<file path="config.mk">
export PLATFORM = sky130hd
export DESIGN_NAME = right_disparity_wta_subpixel_core
export DESIGN_NICKNAME = d
export VERILOG_FILES = /design/src/hdl/rdwta_pkg.sv /design/src/hdl/rdwta_ctrl.sv /design/src/hdl/rdwta_dp.sv /design/src/hdl/right_disparity_wta_subpixel_core.sv
export SDC_FILE = /design/constraint.sdc
export NUM_CORES = 1
export LEC_CHECK = 0
export BUFFER_PORTS_ARGS = -buffer_cell sky130_fd_sc_hd__buf_2
export CAP_MARGIN = 20
export CORE_ASPECT_RATIO = 0.5
export CORE_MARGIN = 2
export CORE_UTILIZATION = 65
export DETAILED_ROUTE_END_ITERATION = 7
export GPL_TIMING_DRIVEN = 0
export PLACE_DENSITY = 0.82
export SLEW_MARGIN = 20
export SYNTH_ARGS = -nofsm -noshare
export SYNTH_HDL_FRONTEND = slang
export SYNTH_SLANG_ARGS = --single-unit
</file>
<file path="constraint.sdc">
create_clock -name clk -period 6.6 [get_ports clk]
set_input_delay 0.99 -clock clk [delete_from_list [all_inputs] [get_ports clk]]
set_output_delay 0.99 -clock clk [all_outputs]
set_load 0.05 [all_outputs]
</file>
<file path="src/hdl/rdwta_pkg.sv">
// ----------------------------------------------------------------------------
// rdwta_pkg - shared types and constants
// Widths of the register file, the result fields and the command / status
// bundles that run between the controller and the datapath.
// ----------------------------------------------------------------------------
package rdwta_pkg;

	localparam int COST_W     = 16;
	localparam int MIN_DISP_W = 9;
	localparam int DISP_OUT_W = 14;
	localparam int CFG_IDX_W  = 2;
	localparam int CFG_DATA_W = 16;

	// register indexes
	localparam logic [CFG_IDX_W-1:0] REG_MIN_DISP     = 2'd0;
	localparam logic [CFG_IDX_W-1:0] REG_SUBPIX_EN    = 2'd1;
	localparam logic [CFG_IDX_W-1:0] REG_INVALID_COST = 2'd2;

	typedef struct packed {
		logic busy;      // finishing unit holds a pixel
		logic prep1;     // form denominator and difference
		logic prep2;     // form dividend and divisor
		logic step;      // one restoring division step
		logic load_out;  // write the result register
	} ctrl_cmd_t;

	typedef struct packed {
		logic fin_start; // last candidate of a pixel transferred
		logic use_div;   // parabola offset needs the divider
	} dp_stat_t;

endpackage

</file>
<file path="src/hdl/rdwta_ctrl.sv">
// ----------------------------------------------------------------------------
// rdwta_ctrl - pixel finishing sequencer
// Walks one finished pixel through operand setup, the division steps (when an
// offset is computed) and the result register, and owns the output valid.
// ----------------------------------------------------------------------------
module rdwta_ctrl import rdwta_pkg::*; #(
	parameter int FRAC_BITS = 4
) (
	input  logic      clk,
	input  logic      arst_n,
	input  dp_stat_t  stat,
	input  logic      out_stall,
	output ctrl_cmd_t cmd,
	output logic      out_valid
);

	localparam int STEPS = FRAC_BITS + 2;
	localparam int SCW   = $clog2(STEPS);
	localparam logic [SCW-1:0] LAST_STEP = SCW'(STEPS - 1);

	typedef enum logic [5:0] {
		S_IDLE  = 6'b000001,
		S_PREP1 = 6'b000010,
		S_PREP2 = 6'b000100,
		S_DIV   = 6'b001000,
		S_FIX   = 6'b010000,
		S_OUT   = 6'b100000
	} state_t;

	state_t         state_q, state_nxt;
	logic [SCW-1:0] step_q;

	always_comb begin
		state_nxt = state_q;
		unique case (state_q)
			S_IDLE:  if (stat.fin_start) state_nxt = S_PREP1;
			S_PREP1: state_nxt = S_PREP2;
			S_PREP2: state_nxt = stat.use_div ? S_DIV : S_FIX;
			S_DIV:   if (step_q == LAST_STEP) state_nxt = S_FIX;
			S_FIX:   state_nxt = S_OUT;
			S_OUT:   if (!out_stall) state_nxt = S_IDLE;
			default: state_nxt = S_IDLE;
		endcase
	end

	always_ff @(posedge clk or negedge arst_n) begin
		if (!arst_n) begin
			state_q <= S_IDLE;
			step_q  <= '0;
		end else begin
			state_q <= state_nxt;
			if (state_q == S_PREP2)
				step_q <= '0;
			else if (state_q == S_DIV)
				step_q <= step_q + 1'b1;
		end
	end

	always_comb begin
		cmd.busy     = (state_q != S_IDLE);
		cmd.prep1    = (state_q == S_PREP1);
		cmd.prep2    = (state_q == S_PREP2);
		cmd.step     = (state_q == S_DIV);
		cmd.load_out = (state_q == S_FIX);
	end

	assign out_valid = (state_q == S_OUT);

endmodule

</file>
<file path="src/hdl/rdwta_dp.sv">
// ----------------------------------------------------------------------------
// rdwta_dp - winner search and subpixel datapath
// Register file, per-candidate minimum tracking, snapshot of a finished
// pixel, restoring divider for the parabola offset and the result register.
// ----------------------------------------------------------------------------
module rdwta_dp import rdwta_pkg::*; #(
	parameter int MAX_CANDIDATES = 256,
	parameter int FRAC_BITS      = 4
) (
	input  logic                  clk,
	input  logic                  arst_n,
	// configuration
	input  logic                  cfg_write,
	input  logic [CFG_IDX_W-1:0]  cfg_index,
	input  logic [CFG_DATA_W-1:0] cfg_data,
	// candidate stream
	input  logic                  in_valid,
	output logic                  in_stall,
	input  logic [COST_W-1:0]     cost,
	input  logic                  present,
	input  logic                  last_candidate,
	// controller
	input  ctrl_cmd_t             cmd,
	output dp_stat_t              stat,
	// result
	output logic [DISP_OUT_W-1:0] disparity_q4,
	output logic                  found
);

	localparam int CW   = $clog2(MAX_CANDIDATES);
	localparam int BW   = ((CW + 1 > MIN_DISP_W) ? CW + 1 : MIN_DISP_W) + 1;
	localparam int FW   = (BW + FRAC_BITS + 1 > DISP_OUT_W) ? BW + FRAC_BITS + 1 : DISP_OUT_W;
	localparam int QW   = FRAC_BITS + 2;
	localparam int DSW  = 20 + FRAC_BITS;
	localparam int NW   = 18 + FRAC_BITS;
	localparam int TW   = COST_W + 1;   // cost plus usable flag
	localparam logic [CW-1:0] LAST_IDX = CW'(MAX_CANDIDATES - 1);
	localparam logic [QW-1:0] LIM  = {{(QW-1){1'b0}}, 1'b1} << (FRAC_BITS - 1);
	localparam logic [FW-1:0] UNIT = {{(FW-1){1'b0}}, 1'b1} << FRAC_BITS;
	localparam logic [FW-1:0] UNIT_NEG = ~UNIT + {{(FW-1){1'b0}}, 1'b1};

	// configuration registers
	logic [MIN_DISP_W-1:0] min_disp_q;
	logic                  subpix_en_q;
	logic [COST_W-1:0]     invalid_cost_q;

	always_ff @(posedge clk or negedge arst_n) begin
		if (!arst_n) begin
			min_disp_q     <= '0;
			subpix_en_q    <= 1'b1;
			invalid_cost_q <= '1;
		end else if (cfg_write) begin
			unique case (cfg_index)
				REG_MIN_DISP:     min_disp_q     <= cfg_data[MIN_DISP_W-1:0];
				REG_SUBPIX_EN:    subpix_en_q    <= cfg_data[0];
				REG_INVALID_COST: invalid_cost_q <= cfg_data;
				default: ;
			endcase
		end
	end

	// per-pixel search state
	logic [CW-1:0]     cnt_q;
	logic [COST_W-1:0] best_cost_q;
	logic [CW-1:0]     best_idx_q;
	logic              have_best_q;
	logic [TW-1:0]     prev_q, before_q, after_q;
	logic              awaiting_q;

	logic              last_eff, usable, take, in_xfer;
	logic [TW-1:0]     cand_tag;
	logic [COST_W-1:0] nxt_best_cost;
	logic [CW-1:0]     nxt_best_idx;
	logic              nxt_have;
	logic [TW-1:0]     nxt_before, nxt_after;
	logic              nxt_awaiting;

	assign last_eff = last_candidate || (cnt_q == LAST_IDX);
	assign in_stall = cmd.busy && last_eff;
	assign in_xfer  = in_valid && !in_stall;
	assign usable   = present && (cost != invalid_cost_q);
	assign cand_tag = usable ? {1'b1, cost} : '0;
	assign take     = usable && (!have_best_q || cost < best_cost_q);

	always_comb begin
		nxt_best_cost = best_cost_q;
		nxt_best_idx  = best_idx_q;
		nxt_have      = have_best_q;
		nxt_before    = before_q;
		nxt_after     = after_q;
		nxt_awaiting  = awaiting_q;
		if (take) begin
			nxt_best_cost = cost;
			nxt_best_idx  = cnt_q;
			nxt_have      = 1'b1;
			nxt_before    = prev_q;
			nxt_after     = '0;
			nxt_awaiting  = 1'b1;
		end else if (awaiting_q) begin
			nxt_after    = cand_tag;
			nxt_awaiting = 1'b0;
		end
	end

	always_ff @(posedge clk or negedge arst_n) begin
		if (!arst_n) begin
			cnt_q       <= '0;
			best_cost_q <= '1;
			best_idx_q  <= '0;
			have_best_q <= 1'b0;
			prev_q      <= '0;
			before_q    <= '0;
			after_q     <= '0;
			awaiting_q  <= 1'b0;
		end else if (in_xfer) begin
			if (last_eff) begin
				cnt_q       <= '0;
				best_cost_q <= '1;
				best_idx_q  <= '0;
				have_best_q <= 1'b0;
				prev_q      <= '0;
				before_q    <= '0;
				after_q     <= '0;
				awaiting_q  <= 1'b0;
			end else begin
				cnt_q       <= cnt_q + 1'b1;
				best_cost_q <= nxt_best_cost;
				best_idx_q  <= nxt_best_idx;
				have_best_q <= nxt_have;
				prev_q      <= cand_tag;
				before_q    <= nxt_before;
				after_q     <= nxt_after;
				awaiting_q  <= nxt_awaiting;
			end
		end
	end

	// snapshot of the finished pixel; registers sampled at its last transfer
	logic              fin_found_q, fin_sub_q;
	logic [BW-1:0]     fin_base_q;
	logic [COST_W-1:0] fin_cm_q, fin_c0_q, fin_cp_q;

	always_ff @(posedge clk) begin
		if (in_xfer && last_eff) begin
			fin_found_q <= nxt_have;
			fin_sub_q   <= nxt_have && subpix_en_q && nxt_before[COST_W] && nxt_after[COST_W];
			fin_base_q  <= {{(BW-MIN_DISP_W){min_disp_q[MIN_DISP_W-1]}}, min_disp_q}
			             + {{(BW-CW){1'b0}}, nxt_best_idx};
			fin_cm_q    <= nxt_before[COST_W-1:0];
			fin_c0_q    <= nxt_best_cost;
			fin_cp_q    <= nxt_after[COST_W-1:0];
		end
	end

	// parabola offset: q = (|cm-cp|*2^F + |den|) / (2|den|), den = cm - 2c0 + cp
	logic [18:0]      den_q;
	logic [COST_W:0]  diff_q;
	logic [DSW-1:0]   rem_q, dsh_q;
	logic [QW-1:0]    q_q;
	logic             neg_q;
	logic [18:0]      den_abs_w;
	logic [COST_W:0]  diff_abs_w;
	logic [NW-1:0]    dividend;
	logic [17:0]      den_abs;
	logic [DSW-1:0]   rem_sub;
	logic             fits;

	assign den_abs_w  = den_q[18] ? (19'd0 - den_q) : den_q;
	assign diff_abs_w = diff_q[COST_W] ? ({(COST_W+1){1'b0}} - diff_q) : diff_q;
	assign den_abs    = den_abs_w[17:0];
	assign dividend   = {{(NW-COST_W-FRAC_BITS){1'b0}}, diff_abs_w[COST_W-1:0],
	                     {FRAC_BITS{1'b0}}} + {{(NW-18){1'b0}}, den_abs};
	assign rem_sub    = rem_q - dsh_q;
	assign fits       = (rem_q >= dsh_q);

	always_ff @(posedge clk) begin
		if (cmd.prep1) begin
			den_q  <= {3'b000, fin_cm_q} - {2'b00, fin_c0_q, 1'b0} + {3'b000, fin_cp_q};
			diff_q <= {1'b0, fin_cm_q} - {1'b0, fin_cp_q};
		end
		if (cmd.prep2) begin
			rem_q <= {{(DSW-NW){1'b0}}, dividend};
			// divisor 2|den| aligned to the top quotient bit
			dsh_q <= {den_abs, {(FRAC_BITS+2){1'b0}}};
			q_q   <= '0;
			neg_q <= diff_q[COST_W] ^ den_q[18];
		end else if (cmd.step) begin
			if (fits)
				rem_q <= rem_sub;
			dsh_q <= dsh_q >> 1;
			q_q   <= {q_q[QW-2:0], fits};
		end
	end

	assign stat.fin_start = in_xfer && last_eff;
	assign stat.use_div   = fin_sub_q && (den_q != '0);

	// result register
	logic [QW-1:0]         q_clamped;
	logic [FW-1:0]         base_ext, offset, disp_full;
	logic [DISP_OUT_W-1:0] disp_q;
	logic                  found_q;

	assign q_clamped = (q_q > LIM) ? LIM : q_q;
	assign base_ext  = {{(FW-BW){fin_base_q[BW-1]}}, fin_base_q} << FRAC_BITS;
	assign offset    = neg_q ? ({FW{1'b0}} - {{(FW-QW){1'b0}}, q_clamped})
	                         : {{(FW-QW){1'b0}}, q_clamped};
	assign disp_full = fin_found_q ? (base_ext + offset) : UNIT_NEG;

	always_ff @(posedge clk) begin
		if (cmd.load_out) begin
			disp_q  <= disp_full[DISP_OUT_W-1:0];
			found_q <= fin_found_q;
		end
	end

	assign disparity_q4 = disp_q;
	assign found        = found_q;

endmodule

</file>
<file path="src/hdl/right_disparity_wta_subpixel_core.sv">
// ----------------------------------------------------------------------------
// right_disparity_wta_subpixel_core - winner-take-all disparity with
// parabola subpixel refinement for one right-image pixel at a time
//
// Candidates come in on the in_valid/in_stall channel, one cost per transfer,
// in increasing disparity order; last_candidate (or the candidate at index
// MAX_CANDIDATES-1) closes the pixel. Exactly one result per pixel leaves on
// the out_valid/out_stall channel.
// Throughput: one candidate per cycle while in_stall is low. A closed pixel
// is finished by a separate sequencer while the next pixel's candidates keep
// streaming in. After the last candidate's transfer the sequencer steps
// through PREP1, PREP2, the divider (only when an offset is computed; one
// quotient bit per cycle, FRAC_BITS + 2 bits), FIX and OUT. The result stays
// in the output register until taken; while it is pending or being finished,
// only a last candidate is stalled, so short pixels see stalls.
// Reset clears the search state and loads the register defaults
// (base disparity 0, subpixel_enable 1, invalid_cost_code 0xFFFF).
// Configuration writes take effect at once; write only when idle.
// ----------------------------------------------------------------------------
module right_disparity_wta_subpixel_core import rdwta_pkg::*; #(
	parameter int MAX_CANDIDATES = 256,
	parameter int FRAC_BITS      = 4
) (
	input  logic                  clk,
	input  logic                  arst_n,
	input  logic                  cfg_write,
	input  logic [CFG_IDX_W-1:0]  cfg_index,
	input  logic [CFG_DATA_W-1:0] cfg_data,
	input  logic                  in_valid,
	output logic                  in_stall,
	input  logic [COST_W-1:0]     cost,
	input  logic                  present,
	input  logic                  last_candidate,
	output logic                  out_valid,
	input  logic                  out_stall,
	output logic [DISP_OUT_W-1:0] disparity_q4,
	output logic                  found
);

	ctrl_cmd_t cmd;
	dp_stat_t  stat;

	rdwta_ctrl #(
		.FRAC_BITS (FRAC_BITS)
	) u_ctrl (
		.clk       (clk),
		.arst_n    (arst_n),
		.stat      (stat),
		.out_stall (out_stall),
		.cmd       (cmd),
		.out_valid (out_valid)
	);

	rdwta_dp #(
		.MAX_CANDIDATES (MAX_CANDIDATES),
		.FRAC_BITS      (FRAC_BITS)
	) u_dp (
		.clk            (clk),
		.arst_n         (arst_n),
		.cfg_write      (cfg_write),
		.cfg_index      (cfg_index),
		.cfg_data       (cfg_data),
		.in_valid       (in_valid),
		.in_stall       (in_stall),
		.cost           (cost),
		.present        (present),
		.last_candidate (last_candidate),
		.cmd            (cmd),
		.stat           (stat),
		.disparity_q4   (disparity_q4),
		.found          (found)
	);

endmodule

</file>
==> metrics.md, run 1 <==
| Metric | Value |
|---|---|
| Status | finished clean |
| Critical Path RT | 6.99 ns |
| Die width | 230 µm |
| Setup violators final | 0 |
| Skew final | 0.0252 ns |
| Slowest cell on crit path | mux2_2 |
| Detailed-route vias per instance | 6.10 |
| Final net count | 1790 |
| First drt pass iteration count | 6 |
| DP Cell Count | 1935 |
| Clock latency on the worst-skew pair | 0.56 ns |
| Clk sink count | 285 |
| FP Rows | 41 |
| Wire length of the first global-routing pass | 60.5 mm |
| Cts bufs inserted | 26 |
| Critical Path Max Stage Delay | 0.38 ns |
| Post-route DRC | 0 |
| # Max-Cap Violations | 0 |
| Core Area | 25200 µm² |
| Synth Area in Simple Gates | 0.103 |
| Switch share | 0.336 |
| Wirelength, routed | 38.0 mm |
| RSZ-0062 raised after global routing | no |
| Startpoint types | input pin |
| Initial Util | 0.660 |
| Post CTS Setup Buffer Count | 0 |
| Comb power frac | 0.344 |
| Remaining global-route overflow | 0 |
| Clock buffer depth | 3 |
| Synthesized-area fraction occupied by adder cells | 0.101 |
| Synth Cell Area | 16600 µm² |
| Crit-path max FO | 10 |
| Syn Nets | 1701 |
| Main synth FF type | edfxtp_1 |
| Post-synthesis mux area share | 0.0459 |
| Global routing usage on met1 | 0.403 |
| Worst slew margin relative to its limit | 0.345 |
| IO buf count | 56 |
| Transition time of the tightest slew-check pin | 0.980 ns |
| R2r setup slk | 1.87 ns |
| Maximum VDD drop | 0.255 mV |
| Ports | 58 |
| Min-Delay Path Class | input pin to asynchronous set/reset pin |
| Seq pwr share | 0.386 |
| Most used routing layer | met2 |
| Setup TNS | 0 ns |
| # hold bufs at CTS | 0 |
| Fmax | 210 MHz |
| Crit-path cells | buf_2, ha_1, a21o_1, a21o_1, a21oi_1, nor2_1, a21oi_1, o211ai_2, a21oi_2, buf_4, buf_6, mux2_2, ha_1, a21o_1, a21oi_1, o21bai_1, a21oi_1, o21bai_1, a21oi_1, nor2b_1, nor3b_1 |
| Clock power frac | 0.270 |
| M2 GR Usage | 0.470 |
| Post-route ant nets | 0 |
| M3 GR Usage | 0.0332 |
| Largest family of logic cells by synthesized area | compound AO/OA/AOI/OAI gates |
| Largest net degree at the start of global routing | 62 |
| DIE AREA | 27000 µm² |
| DP Wirelength | 28.3 mm |
| Net Switching | 0.00210 W |
| Final worst path period need | 4.76 ns |
| Final period utilization | 0.721 |
| Vias in the first global route | 11900 |
| Fin cells | 1983 |
| DIE HEIGHT | 117 µm |
| DR WL/cell | 19.1 µm |
| Post-synth EDFFs | 151 |
| Total track usage | 0.283 |
| Slew Viols, Final | 0 |
| Initial DRC count | 1161 |
| Critical path arrival | 5.15 ns |
| H-tree levels | 1 |
| Leakage | 8.02 nW |
| Gpl congestion | 0.938 |
| Netlist cell types | 80 |
| P&R area growth vs syn | 10.7% |
| Most frequent CP cell | a21oi_1 |
| Root buf cell | clkbuf_16 |
| Share of cells above drive strength 1 | 0.142 |
| Most common cell after layout, fill and taps aside | edfxtp_1 |
| YS warnings | 0 |
| Cell area power density | 340 nW/µm² |
| Compound-Gate Fraction of Synth Area | 0.167 |
| Hold Violations, Final | 0 |
| Post-CTS Resized | 0 |
| Synth Area in XOR/XNOR | 0.0722 |
| DR vias | 12100 |
| Critical Path End Type | flip-flop |
| Post-Synthesis Cells | 1530 |
| Most frequent cells in the layout | edfxtp_1 (151), nand2_1 (130), ha_1 (123), inv_1 (109), xnor2_1 (107) |
| Ys async rst share | 0.421 |
| CTS tree | built |
| Reg-to-reg startpoint | u_dp.best_cost_q[9] |
| Number of diodes | 0 |
| Register area share after synthesis | 0.473 |
| Clock transition at path regs | 0.07 ns |
| Initial antenna violation count | 0 |
| #FFs+latches synth | 285 |
| Syn avg cell area | 10.9 µm² |
| Pint | 0.00416 W |
| Origin of the worst setup path | cost[9] |
| Worst Setup Path Type | input pin to flip-flop |
[cells by family after synthesis]
group	Yosys count
AOI/OAI and AO/OA	396
and+or+nand+nor	358
DFF	285
buffers and inverters	154
xor gates and xnor gates	137
adders and majority gates	130
muxes	70
[final timing paths]
path,endpoint,depth (start not counted)
worst max-delay path,u_dp.fin_base_q[9],21
worst min-delay path,u_dp.min_disp_q[0],1
worst max register to register,u_dp.fin_base_q[9],21
worst min register to register,u_dp.q_q[5],1
max in group asynchronous,u_ctrl.state_q[0],2
min in group clk,u_dp.q_q[5],1
[cell usage after synthesis, drive strengths merged (17+ instances only)]
| cell | number | area, µm² |
|---|---|---|
| a22o | 61 | 534 |
| nor2 | 87 | 329 |
| a21o | 41 | 308 |
| buf | 21 | 134 |
| nand2 | 131 | 494 |
| a21oi | 81 | 420 |
| mux2 | 50 | 563 |
| a2bb2oi | 17 | 149 |
| xnor2 | 107 | 937 |
| dfrtp | 86 | 2150 |
| inv | 109 | 409 |
| nor2b | 19 | 119 |
| clkbuf | 23 | 86.3 |
| dfstp | 34 | 893 |
| edfxtp | 151 | 4530 |
| o21ai | 88 | 444 |
| xor2 | 30 | 263 |
| ha | 123 | 1540 |
| mux2i | 20 | 200 |
[final cells by class]
| type | count | area [µm²] |
|---|---|---|
| clock buffers | 34 | 711 |
| clock inverters | 14 | 255 |
| plain buffers | 44 | 224 |
| flip-flops and latches | 285 | 7860 |
| well taps | 344 | 430 |
| multi-input cells | 1091 | 8140 |
| inverters | 110 | 413 |
| repair buffers | 61 | 364 |
| fillers | 1721 | 6790 |
[power groups by stage]
stage | registers, W | logic [W] | clock network (W)
finish | 0.00242 | 0.00215 | 0.00169
global route | 0.00244 | 0.00237 | 0.00177
CTS | 0.00241 | 0.00212 | 0.00171
detailed placement | 0.00244 | 0.00209 | 0
global placement | 0.00244 | 0.00198 | 0
floorplan | 0.00239 | 0.00160 | 0
[metal layers]
layer,share of wire,routed length (µm)
met1,0.46,17600
met2,0.46,17600
met3,0.053,2010
met4,0.020,757
met5,0,0
[flip-flops by register name, indices dropped and copies added, names as in the netlist, 8 cells and up]
register	count
u_dp.after_q	17
u_dp.before_q	17
u_dp.best_cost_q	16
u_dp.best_idx_q	8
u_dp.cnt_q	8
u_dp.den_q	18
u_dp.diff_q	17
u_dp.disparity_q4	14
u_dp.dsh_q	24
u_dp.fin_base_q	10
u_dp.fin_c0_q	16
u_dp.fin_cm_q	16
u_dp.fin_cp_q	16
u_dp.invalid_cost_q	16
u_dp.min_disp_q	9
u_dp.prev_q	17
u_dp.rem_q	24
[through the flow]
stage	instance area, µm²	util	total power (W)	worst slack [ns]	hold slack, ns
6_report	18400	0.731	0.00625	1.84	0.419
5_1_grt	18400	0.731	0.00658	1.57	0.452
4_1_cts	18400	0.731	0.00624	1.93	0.411
3_5_place_dp	17400	0.692	0.00453	1.37	0.465
3_3_place_gp	17300	0.688	0.00441	1.40	0.462
2_1_floorplan	16600	-	0.00399	1.94	0.432
[worst max-delay path: cells and delay by family]
kind | cells | cell delay (ns)
compound gates | 12 | 2.21
fa+ha+maj | 2 | 0.60
simple gates | 3 | 0.37
buf+inv | 3 | 0.60
mux | 1 | 0.38
Note: power is estimated with default switching activity, not from simulation.
==> inputs of run 2 (changes only) <==
--- a/config.mk
+++ b/config.mk
@@ -9,10 +9,10 @@
 export CAP_MARGIN = 20
 export CORE_ASPECT_RATIO = 0.5
 export CORE_MARGIN = 2
-export CORE_UTILIZATION = 65
+export CORE_UTILIZATION = 63
 export DETAILED_ROUTE_END_ITERATION = 7
 export GPL_TIMING_DRIVEN = 0
-export PLACE_DENSITY = 0.82
+export PLACE_DENSITY = 0.8
 export SLEW_MARGIN = 20
 export SYNTH_ARGS = -nofsm -noshare
 export SYNTH_HDL_FRONTEND = slang
==> constraint.sdc (replaced) <==
create_clock -name clk -period 4.4 [get_ports clk]
set_input_delay 0.66 -clock clk [delete_from_list [all_inputs] [get_ports clk]]
set_output_delay 0.66 -clock clk [all_outputs]
set_load 0.05 [all_outputs]
==> metrics.md, run 2 (synthesized netlist as in run 1, its figures left out) <==
| Metric | Value |
|---|---|
| Hold Violations, Final | 0 (unchanged) |
| DIE HEIGHT | 119 µm (+1.5%) |
| Status | finished clean |
| Initial Util | 0.651 (-0.00928) |
| Vias in the first global route | 12100 (+2.0%) |
| Skew final | 0.0172 ns (-0.00799 ns) |
| Worst slew margin relative to its limit | 0.321 (-0.0247) |
| Startpoint types | flip-flop |
| H-tree levels | 1 (unchanged) |
| Largest regs | u_dp.dsh_q: 24 flops, u_dp.rem_q: 24 flops, u_dp.den_q: 18 flops |
| Hold Slack | 0.0664 ns (-0.353 ns) |
| # hold bufs at CTS | 0 (unchanged) |
| FP Rows | 41 (unchanged) |
| R2r setup slk | 0.14 ns (-1.73 ns) |
| Clock buffer depth | 3 (unchanged) |
| Clock transition at path regs | 0.07 ns (about the same) |
| Core Area | 25500 µm² (+1.4%) |
| Cell area after layout | 18700 µm² (+1.5%) |
| DR WL/cell | 19.3 µm (+0.81%) |
| Final net count | 1811 (+1.2%) |
| Detailed-route vias per instance | 6.07 (-0.44%) |
| Fin cells | 2005 (+1.1%) |
| Critical path arrival | 4.57 ns (-0.58 ns) |
| IO buf count | 56 (unchanged) |
| Clk sink count | 285 (unchanged) |
| Maximum VDD drop | 0.335 mV (+32%) |
| Worst reg2reg path endpoint | u_dp.fin_base_q[8] |
| Gpl congestion | 0.912 (-2.8%) |
| Post-Route Utilization | 0.731 (about the same) |
| Post-route DRC | 0 (unchanged) |
| CTS tree | built |
| Reg2reg path depth | 20 (-4.8%) |
| Worst Setup Path Type | flip-flop to flip-flop |
| Setup violators final | 0 (unchanged) |
| Reg-to-reg startpoint | u_dp.best_cost_q[1] |
| Leakage | 8.16 nW (+1.6%) |
| Root buf cell | clkbuf_16 |
| Wirelength, routed | 38.7 mm (+1.9%) |
| Most frequent cells in the layout | edfxtp_1 (151), nand2_1 (130), ha_1 (122), inv_1 (109), xnor2_1 (107) |
| Wire length of the first global-routing pass | 62.0 mm (+2.5%) |
| Ports | 58 (unchanged) |
| Initial DRC count | 1087 (-6.4%) |
| First drt pass iteration count | 5 (-1) |
| Transition time of the tightest slew-check pin | 1.02 ns (+0.0369 ns) |
| P&R area growth vs syn | 12.3% |
| Die width | 234 µm (+1.5%) |
| Dpl cell area | 17400 µm² (unchanged) |
| Remaining global-route overflow | 0 (unchanged) |
| DR vias | 12200 (+0.66%) |
| Final worst path period need | 4.26 ns |
| DP Wirelength | 28.7 mm (+1.4%) |
| Critical Path RT | 4.70 ns (-2.29 ns) |
| Fmax | 234 MHz |
| Initial antenna violation count | 1 (+1) |
| Total track usage | 0.281 (-0.00153) |
| Final period utilization | 0.969 |
| Power Total | 0.00954 W (+53%) |
| Critical Path End Type | flip-flop |
| Slew Viols, Final | 0 (unchanged) |
| DIE AREA | 27800 µm² (+3.1%) |
| Crit-path max FO | 8 (-2) |
| Min-Delay Path Class | input pin to asynchronous set/reset pin |
| Clock latency on the worst-skew pair | 0.57 ns (about the same) |
| Cell area power density | 511 nW/µm² (+50%) |
| Most common cell after layout, fill and taps aside | edfxtp_1 |
| Largest net degree at the start of global routing | 64 (+3.2%) |
| # Max-Cap Violations | 0 (unchanged) |
| Post-route ant nets | 0 (unchanged) |
| DP Cell Count | 1935 (unchanged) |
| Cts bufs inserted | 26 (unchanged) |
| Share of cells above drive strength 1 | 0.171 (+0.0289) |
## run 2: changes by cell type in the layout (fill, tap and decap cells not counted), moves of 2 or more
cell	previous run	this run
a21oi_2	4	16
a21oi_1	77	64
inv_4	0	2
fa_2	0	2
bufinv_16	6	4
clkinv_4	0	4
buf_4	6	27
fa_1	7	5
clkbuf_1	27	22
## run 2: worst max-delay path by stage
stage / startpoint / slack, ns / to
2_1_floorplan: cost[9] / 0.07 / u_dp.fin_base_q[8]
3_3_place_gp: cost[9] / -0.51 / u_dp.fin_base_q[8]
3_5_place_dp: cost[9] / -0.65 / u_dp.fin_base_q[8]
4_1_cts: u_dp.best_cost_q[9] / 0.03 / u_dp.fin_base_q[9]
5_1_grt: u_dp.best_cost_q[9] / -0.06 / u_dp.fin_base_q[8]
6_report: u_dp.best_cost_q[1] / 0.14 / u_dp.fin_base_q[8]
## run 2: stage by stage
step	TNS (ns)	setup WS, ns
after global routing	-0.109	-0.0635
after detailed placement	-2.33	-0.645
after CTS	0	0.0336
after global placement	-2.31	-0.511
after floorplan	0	0.0675
final	0	0.135
## run 2: area by class of cell
| type | instances | area, µm² |
|---|---|---|
| Multi-Input combinational cell | 1091 | 8260 |
| Sequential cell | 285 | 7860 |
| Fill cell | 1683 | 6870 |
| Clock buffer | 30 | 717 |
| Timing Repair Buffer | 83 | 529 |
| Tap cell | 344 | 430 |
| Inverter | 110 | 413 |
| Clock inverter | 18 | 240 |
| Buffer | 43 | 225 |
| Antenna cell | 1 | 2.50 |
## run 2: worst max-delay path: stages, from the launching register on
cell and delay (ns):
dfstp_2 0.52, inv_1 0.06, ha_1 0.27, a21o_1 0.16, a21o_1 0.19, a21oi_1 0.16, o21a_1 0.17, o211ai_2 0.14
a21oi_4 0.24, buf_12 0.15, mux2_2 0.33, ha_2 0.19, fa_2 0.38, a21oi_2 0.16, nor2_1 0.07, nor2_2 0.12
o21bai_2 0.10, a21oi_2 0.20, o21bai_1 0.10, a21oi_2 0.16, xnor2_1 0.11
## run 2: repair_timing
item | CTS | global route
resized for setup | 8 | 22
pin swaps | 4 | 14
setup buffers | 3 | 19
endpoints found under the setup margin | 6 | 6
## run 2: metal layers
layer	up-vias	GRT usage	wire length, µm
met3	76	0.0474	2570
met1	5906	0.402	17500
met5	-	0	0
li1	5779	-	-
met2	416	0.447	17600
met4	0	0.0744	1030
## run 2: power by group
part	switching [W]	total (W)	internal [W]
sequential	0.000250	0.00362	0.00337
clock	0.00107	0.00250	0.00143
combinational	0.00197	0.00343	0.00146
==> inputs of run 3 (changes only) <==
--- a/config.mk
+++ b/config.mk
@@ -10,10 +10,12 @@
 export CORE_ASPECT_RATIO = 0.5
 export CORE_MARGIN = 2
 export CORE_UTILIZATION = 63
+export CTS_BUF_LIST = sky130_fd_sc_hd__clkbuf_4 sky130_fd_sc_hd__clkbuf_8 sky130_fd_sc_hd__clkbuf_16
 export DETAILED_ROUTE_END_ITERATION = 7
 export GPL_TIMING_DRIVEN = 0
 export PLACE_DENSITY = 0.8
 export SLEW_MARGIN = 20
 export SYNTH_ARGS = -nofsm -noshare
 export SYNTH_HDL_FRONTEND = slang
+export SYNTH_HIERARCHICAL = 1
 export SYNTH_SLANG_ARGS = --single-unit
==> metrics.md, run 3 <==
| Metric | Value |
|---|---|
| Clk sink count | 285 (unchanged) |
| Setup TNS | 0 ns (unchanged) |
| Origin of the worst setup path | u_dp/best_cost_q[13] |
| Syn Nets | 1750 (+2.9%) |
| Min-Delay Path Class | input pin to asynchronous set/reset pin |
| Post-Route Utilization | 0.714 (-0.0170) |
| FP Rows | 42 (+2.4%) |
| # Max-Cap Violations | 0 (unchanged) |
| Post-synth EDFFs | 151 (unchanged) |
| DR WL/cell | 19.3 µm (about the same) |
| Power Total | 0.00730 W (-23%) |
| Final net count | 1845 (+1.9%) |
| Most frequent cells in the layout | edfxtp_1 (151), nand2_1 (130), ha_1 (122), inv_1 (118), xnor2_1 (103) |
| Final worst path period need | 4.22 ns (-0.0491 ns) |
| R2r setup slk | 0.18 ns (+0.05 ns) |
| Vias in the first global route | 12400 (+2.4%) |
| Clock transition at path regs | 0.07 ns (about the same) |
| P&R area growth vs syn | 11.6% |
| Post-route ant nets | 0 (unchanged) |
| Critical path arrival | 4.54 ns (-0.03 ns) |
| Register area share after synthesis | 0.465 (-0.00794) |
| Root buf cell | clkbuf_16 |
| Cts bufs inserted | 26 (unchanged) |
| Maximum VDD drop | 0.382 mV (+14%) |
| Ports | 58 (unchanged) |
| Cell area power density | 387 nW/µm² (-24%) |
| H-tree levels | 1 (unchanged) |
| DIE AREA | 28200 µm² (+1.7%) |
| Status | finished clean |
| Initial antenna violation count | 0 (-1) |
| Syn avg cell area | 10.7 µm² (-1.4%) |
| Wirelength, routed | 39.5 mm (+2.0%) |
| Ys async rst share | 0.421 (unchanged) |
| Top-area cell type share of the netlist area | 0.268 (-0.00458) |
| DIE HEIGHT | 120 µm (+0.82%) |
| Count leader, synth | edfxtp_1 |
| Main synth FF type | edfxtp_1 |
| Critical Path End Type | flip-flop |
| #FFs+latches synth | 285 (unchanged) |
| Detailed-route vias per instance | 6.24 (+2.7%) |
| Clock latency on the worst-skew pair | 0.57 ns (about the same) |
| Startpoint types | flip-flop |
| DP Wirelength | 28.7 mm (-0.15%) |
| Total track usage | 0.280 (-0.00141) |
| Area leader, netlist | edfxtp_1 |
| Most common cell after layout, fill and taps aside | edfxtp_1 |
| IO buf count | 56 (unchanged) |
| First drt pass iteration count | 7 (+2) |
| Hold Violations, Final | 0 (unchanged) |
| Slew Viols, Final | 0 (unchanged) |
| Netlist cell types | 77 (-3.8%) |
| DR vias | 12800 (+4.8%) |
| Worst reg2reg path endpoint | u_dp/fin_base_q[8] |
| Worst Setup Path Type | flip-flop to flip-flop |
| Transition time of the tightest slew-check pin | 1.03 ns (+0.00906 ns) |
| Wire length of the first global-routing pass | 63.7 mm (+2.7%) |
| Ranking of synthesized cells by area | edfxtp_1 (27%), dfrtp_1 (13%), ha_1 (9.1%) |
| Skew final | 0.0271 ns (+0.00987 ns) |
| Setup violators final | 0 (unchanged) |
| Synth Cell Area | 16900 µm² (+1.7%) |
| Post-Synthesis Cells | 1579 (+3.2%) |
| CTS tree | built |
| Critical Path RT | 4.72 ns (+0.02 ns) |
| Top cells by count, synth | edfxtp_1 (151), nand2_1 (130), ha_1 (123) |
| Gpl congestion | 0.955 (+4.7%) |
| Die width | 236 µm (+0.84%) |
| Reg-to-reg startpoint | u_dp/best_cost_q[13] |
| Number of diodes | 0 (-1) |
| Initial DRC count | 1247 (+15%) |
| Reg2reg path depth | 21 (+5.0%) |
| Largest regs | u_dp/dsh_q: 24 flops, u_dp/rem_q: 24 flops, u_dp/den_q: 18 flops |
| Remaining global-route overflow | 0 (unchanged) |
| Fill count | 1815 (+7.8%) |
| Initial Util | 0.640 (-0.0111) |
| Fmax | 237 MHz (+1.2%) |
| Leakage | 8.09 nW (-0.77%) |
| Core Area | 26400 µm² (+3.5%) |
| Share of cells above drive strength 1 | 0.140 (-0.0306) |
| Critical Path Sink | u_dp/fin_base_q[8] |
| Post-route DRC | 0 (unchanged) |
| Worst slew margin relative to its limit | 0.315 (-0.00606) |
| Crit-path max FO | 4 (-4) |
| Largest net degree at the start of global routing | 75 (+17%) |
| Clock buffer depth | 3 (unchanged) |
| Final period utilization | 0.958 (-0.0112) |
| YS warnings | 6 (+6) |
## run 3: cell count changes in the layout (fill, tap and decap cells not counted), moves of 9 or more
cell and delta:
mux2_2 -21, a22o_1 +16, o22ai_1 -11, buf_4 -17, mux2_1 +25, nand3_1 +9, inv_1 +9, o21ai_1 +17
## run 3: worst min-delay path by stage
stage               startpoint           endpoint  slack (ns)  depth (start not counted)
6_report                arst_n   u_dp/after_q[15]        0.02                          1
5_1_grt                 arst_n  u_dp/before_q[15]        0.04                          1
3_5_place_dp   u_dp/prev_q[16]    u_dp/prev_q[16]        0.47                          1
2_1_floorplan           arst_n  u_ctrl/state_q[1]        0.36                          0
3_3_place_gp   u_dp/prev_q[16]    u_dp/prev_q[16]        0.46                          1
4_1_cts                 arst_n  u_dp/before_q[15]        0.02                          1
## run 3: layout make-up
| type | instances | area (µm²) | area share |
|---|---|---|---|
| plain buffers | 51 | 249 | 0.0132 |
| well taps | 352 | 440 | 0.0233 |
| clock buffers | 30 | 693 | 0.0367 |
| multi-input cells | 1123 | 8430 | 0.447 |
| clock inverters | 18 | 319 | 0.0169 |
| flip-flops and latches | 285 | 7860 | 0.416 |
| repair buffers | 69 | 440 | 0.0233 |
| inverters | 118 | 443 | 0.0235 |
## run 3: logic make-up after synthesis
logic type / synth area share
and+or+nand+nor: 0.108
AOI/OAI and AO/OA: 0.173
DFF: 0.465
muxes: 0.0454
xor gates and xnor gates: 0.0684
buffers and inverters: 0.0408
adders and majority gates: 0.0993
## run 3: per-stage QoR
step / hold slack (ns) / instances / cell area [µm²] / setup WS (ns)
final: 0.0199 / 2046 / 18900 / 0.184
after global routing: 0.0357 / 2046 / 18900 / -0.0707
after CTS: 0.0161 / 2037 / 18700 / 0.0464
after detailed placement: 0.467 / 1990 / 17700 / -0.663
after global placement: 0.460 / 1987 / 17600 / -0.717
after floorplan: 0.364 / 1579 / 16900 / 0.00589
## run 3: worst max-delay path: stages, from the launching register on
cell,delay (ns)
dfstp_2,0.52
inv_1,0.06
ha_1,0.31
a21o_1,0.17
a21o_1,0.20
a21oi_2,0.15
o221a_2,0.23
o31ai_4,0.10
a21boi_2,0.19
buf_4,0.15
buf_12,0.10
mux2_1,0.31
ha_1,0.22
fa_2,0.37
a21oi_2,0.13
nor2_1,0.05
nor2_2,0.12
o21bai_1,0.09
a21oi_2,0.18
o21bai_1,0.08
a21oi_1,0.15
xnor2_1,0.08
## run 3: routing by layer
metal | global-route usage | vias up | part of all wire
met5 | 0 | - | 0
met4 | 0.0609 | 0 | 0.018
met3 | 0.0389 | 63 | 0.067
met2 | 0.477 | 497 | 0.48
met1 | 0.386 | 6257 | 0.44
li1 | - | 5944 | -
## run 3: repair_timing
action / 4_1_cts / 5_1_grt
hold buffers: 0 / 0
resized for setup: 3 / 16
setup endpoints to repair: 5 / 10
hold endpoints to repair: 0 / 0
cloned: 0 / 0
buffers inserted: 1 / 9
pin swaps: 1 / 2
## run 3: where the power goes
group          switching, W  leakage (nW)  internal, W
logic              0.000804          4.59     0.000629
clock network       0.00107         0.497      0.00157
registers          0.000145          3.01      0.00308
total               0.00202          8.09      0.00528
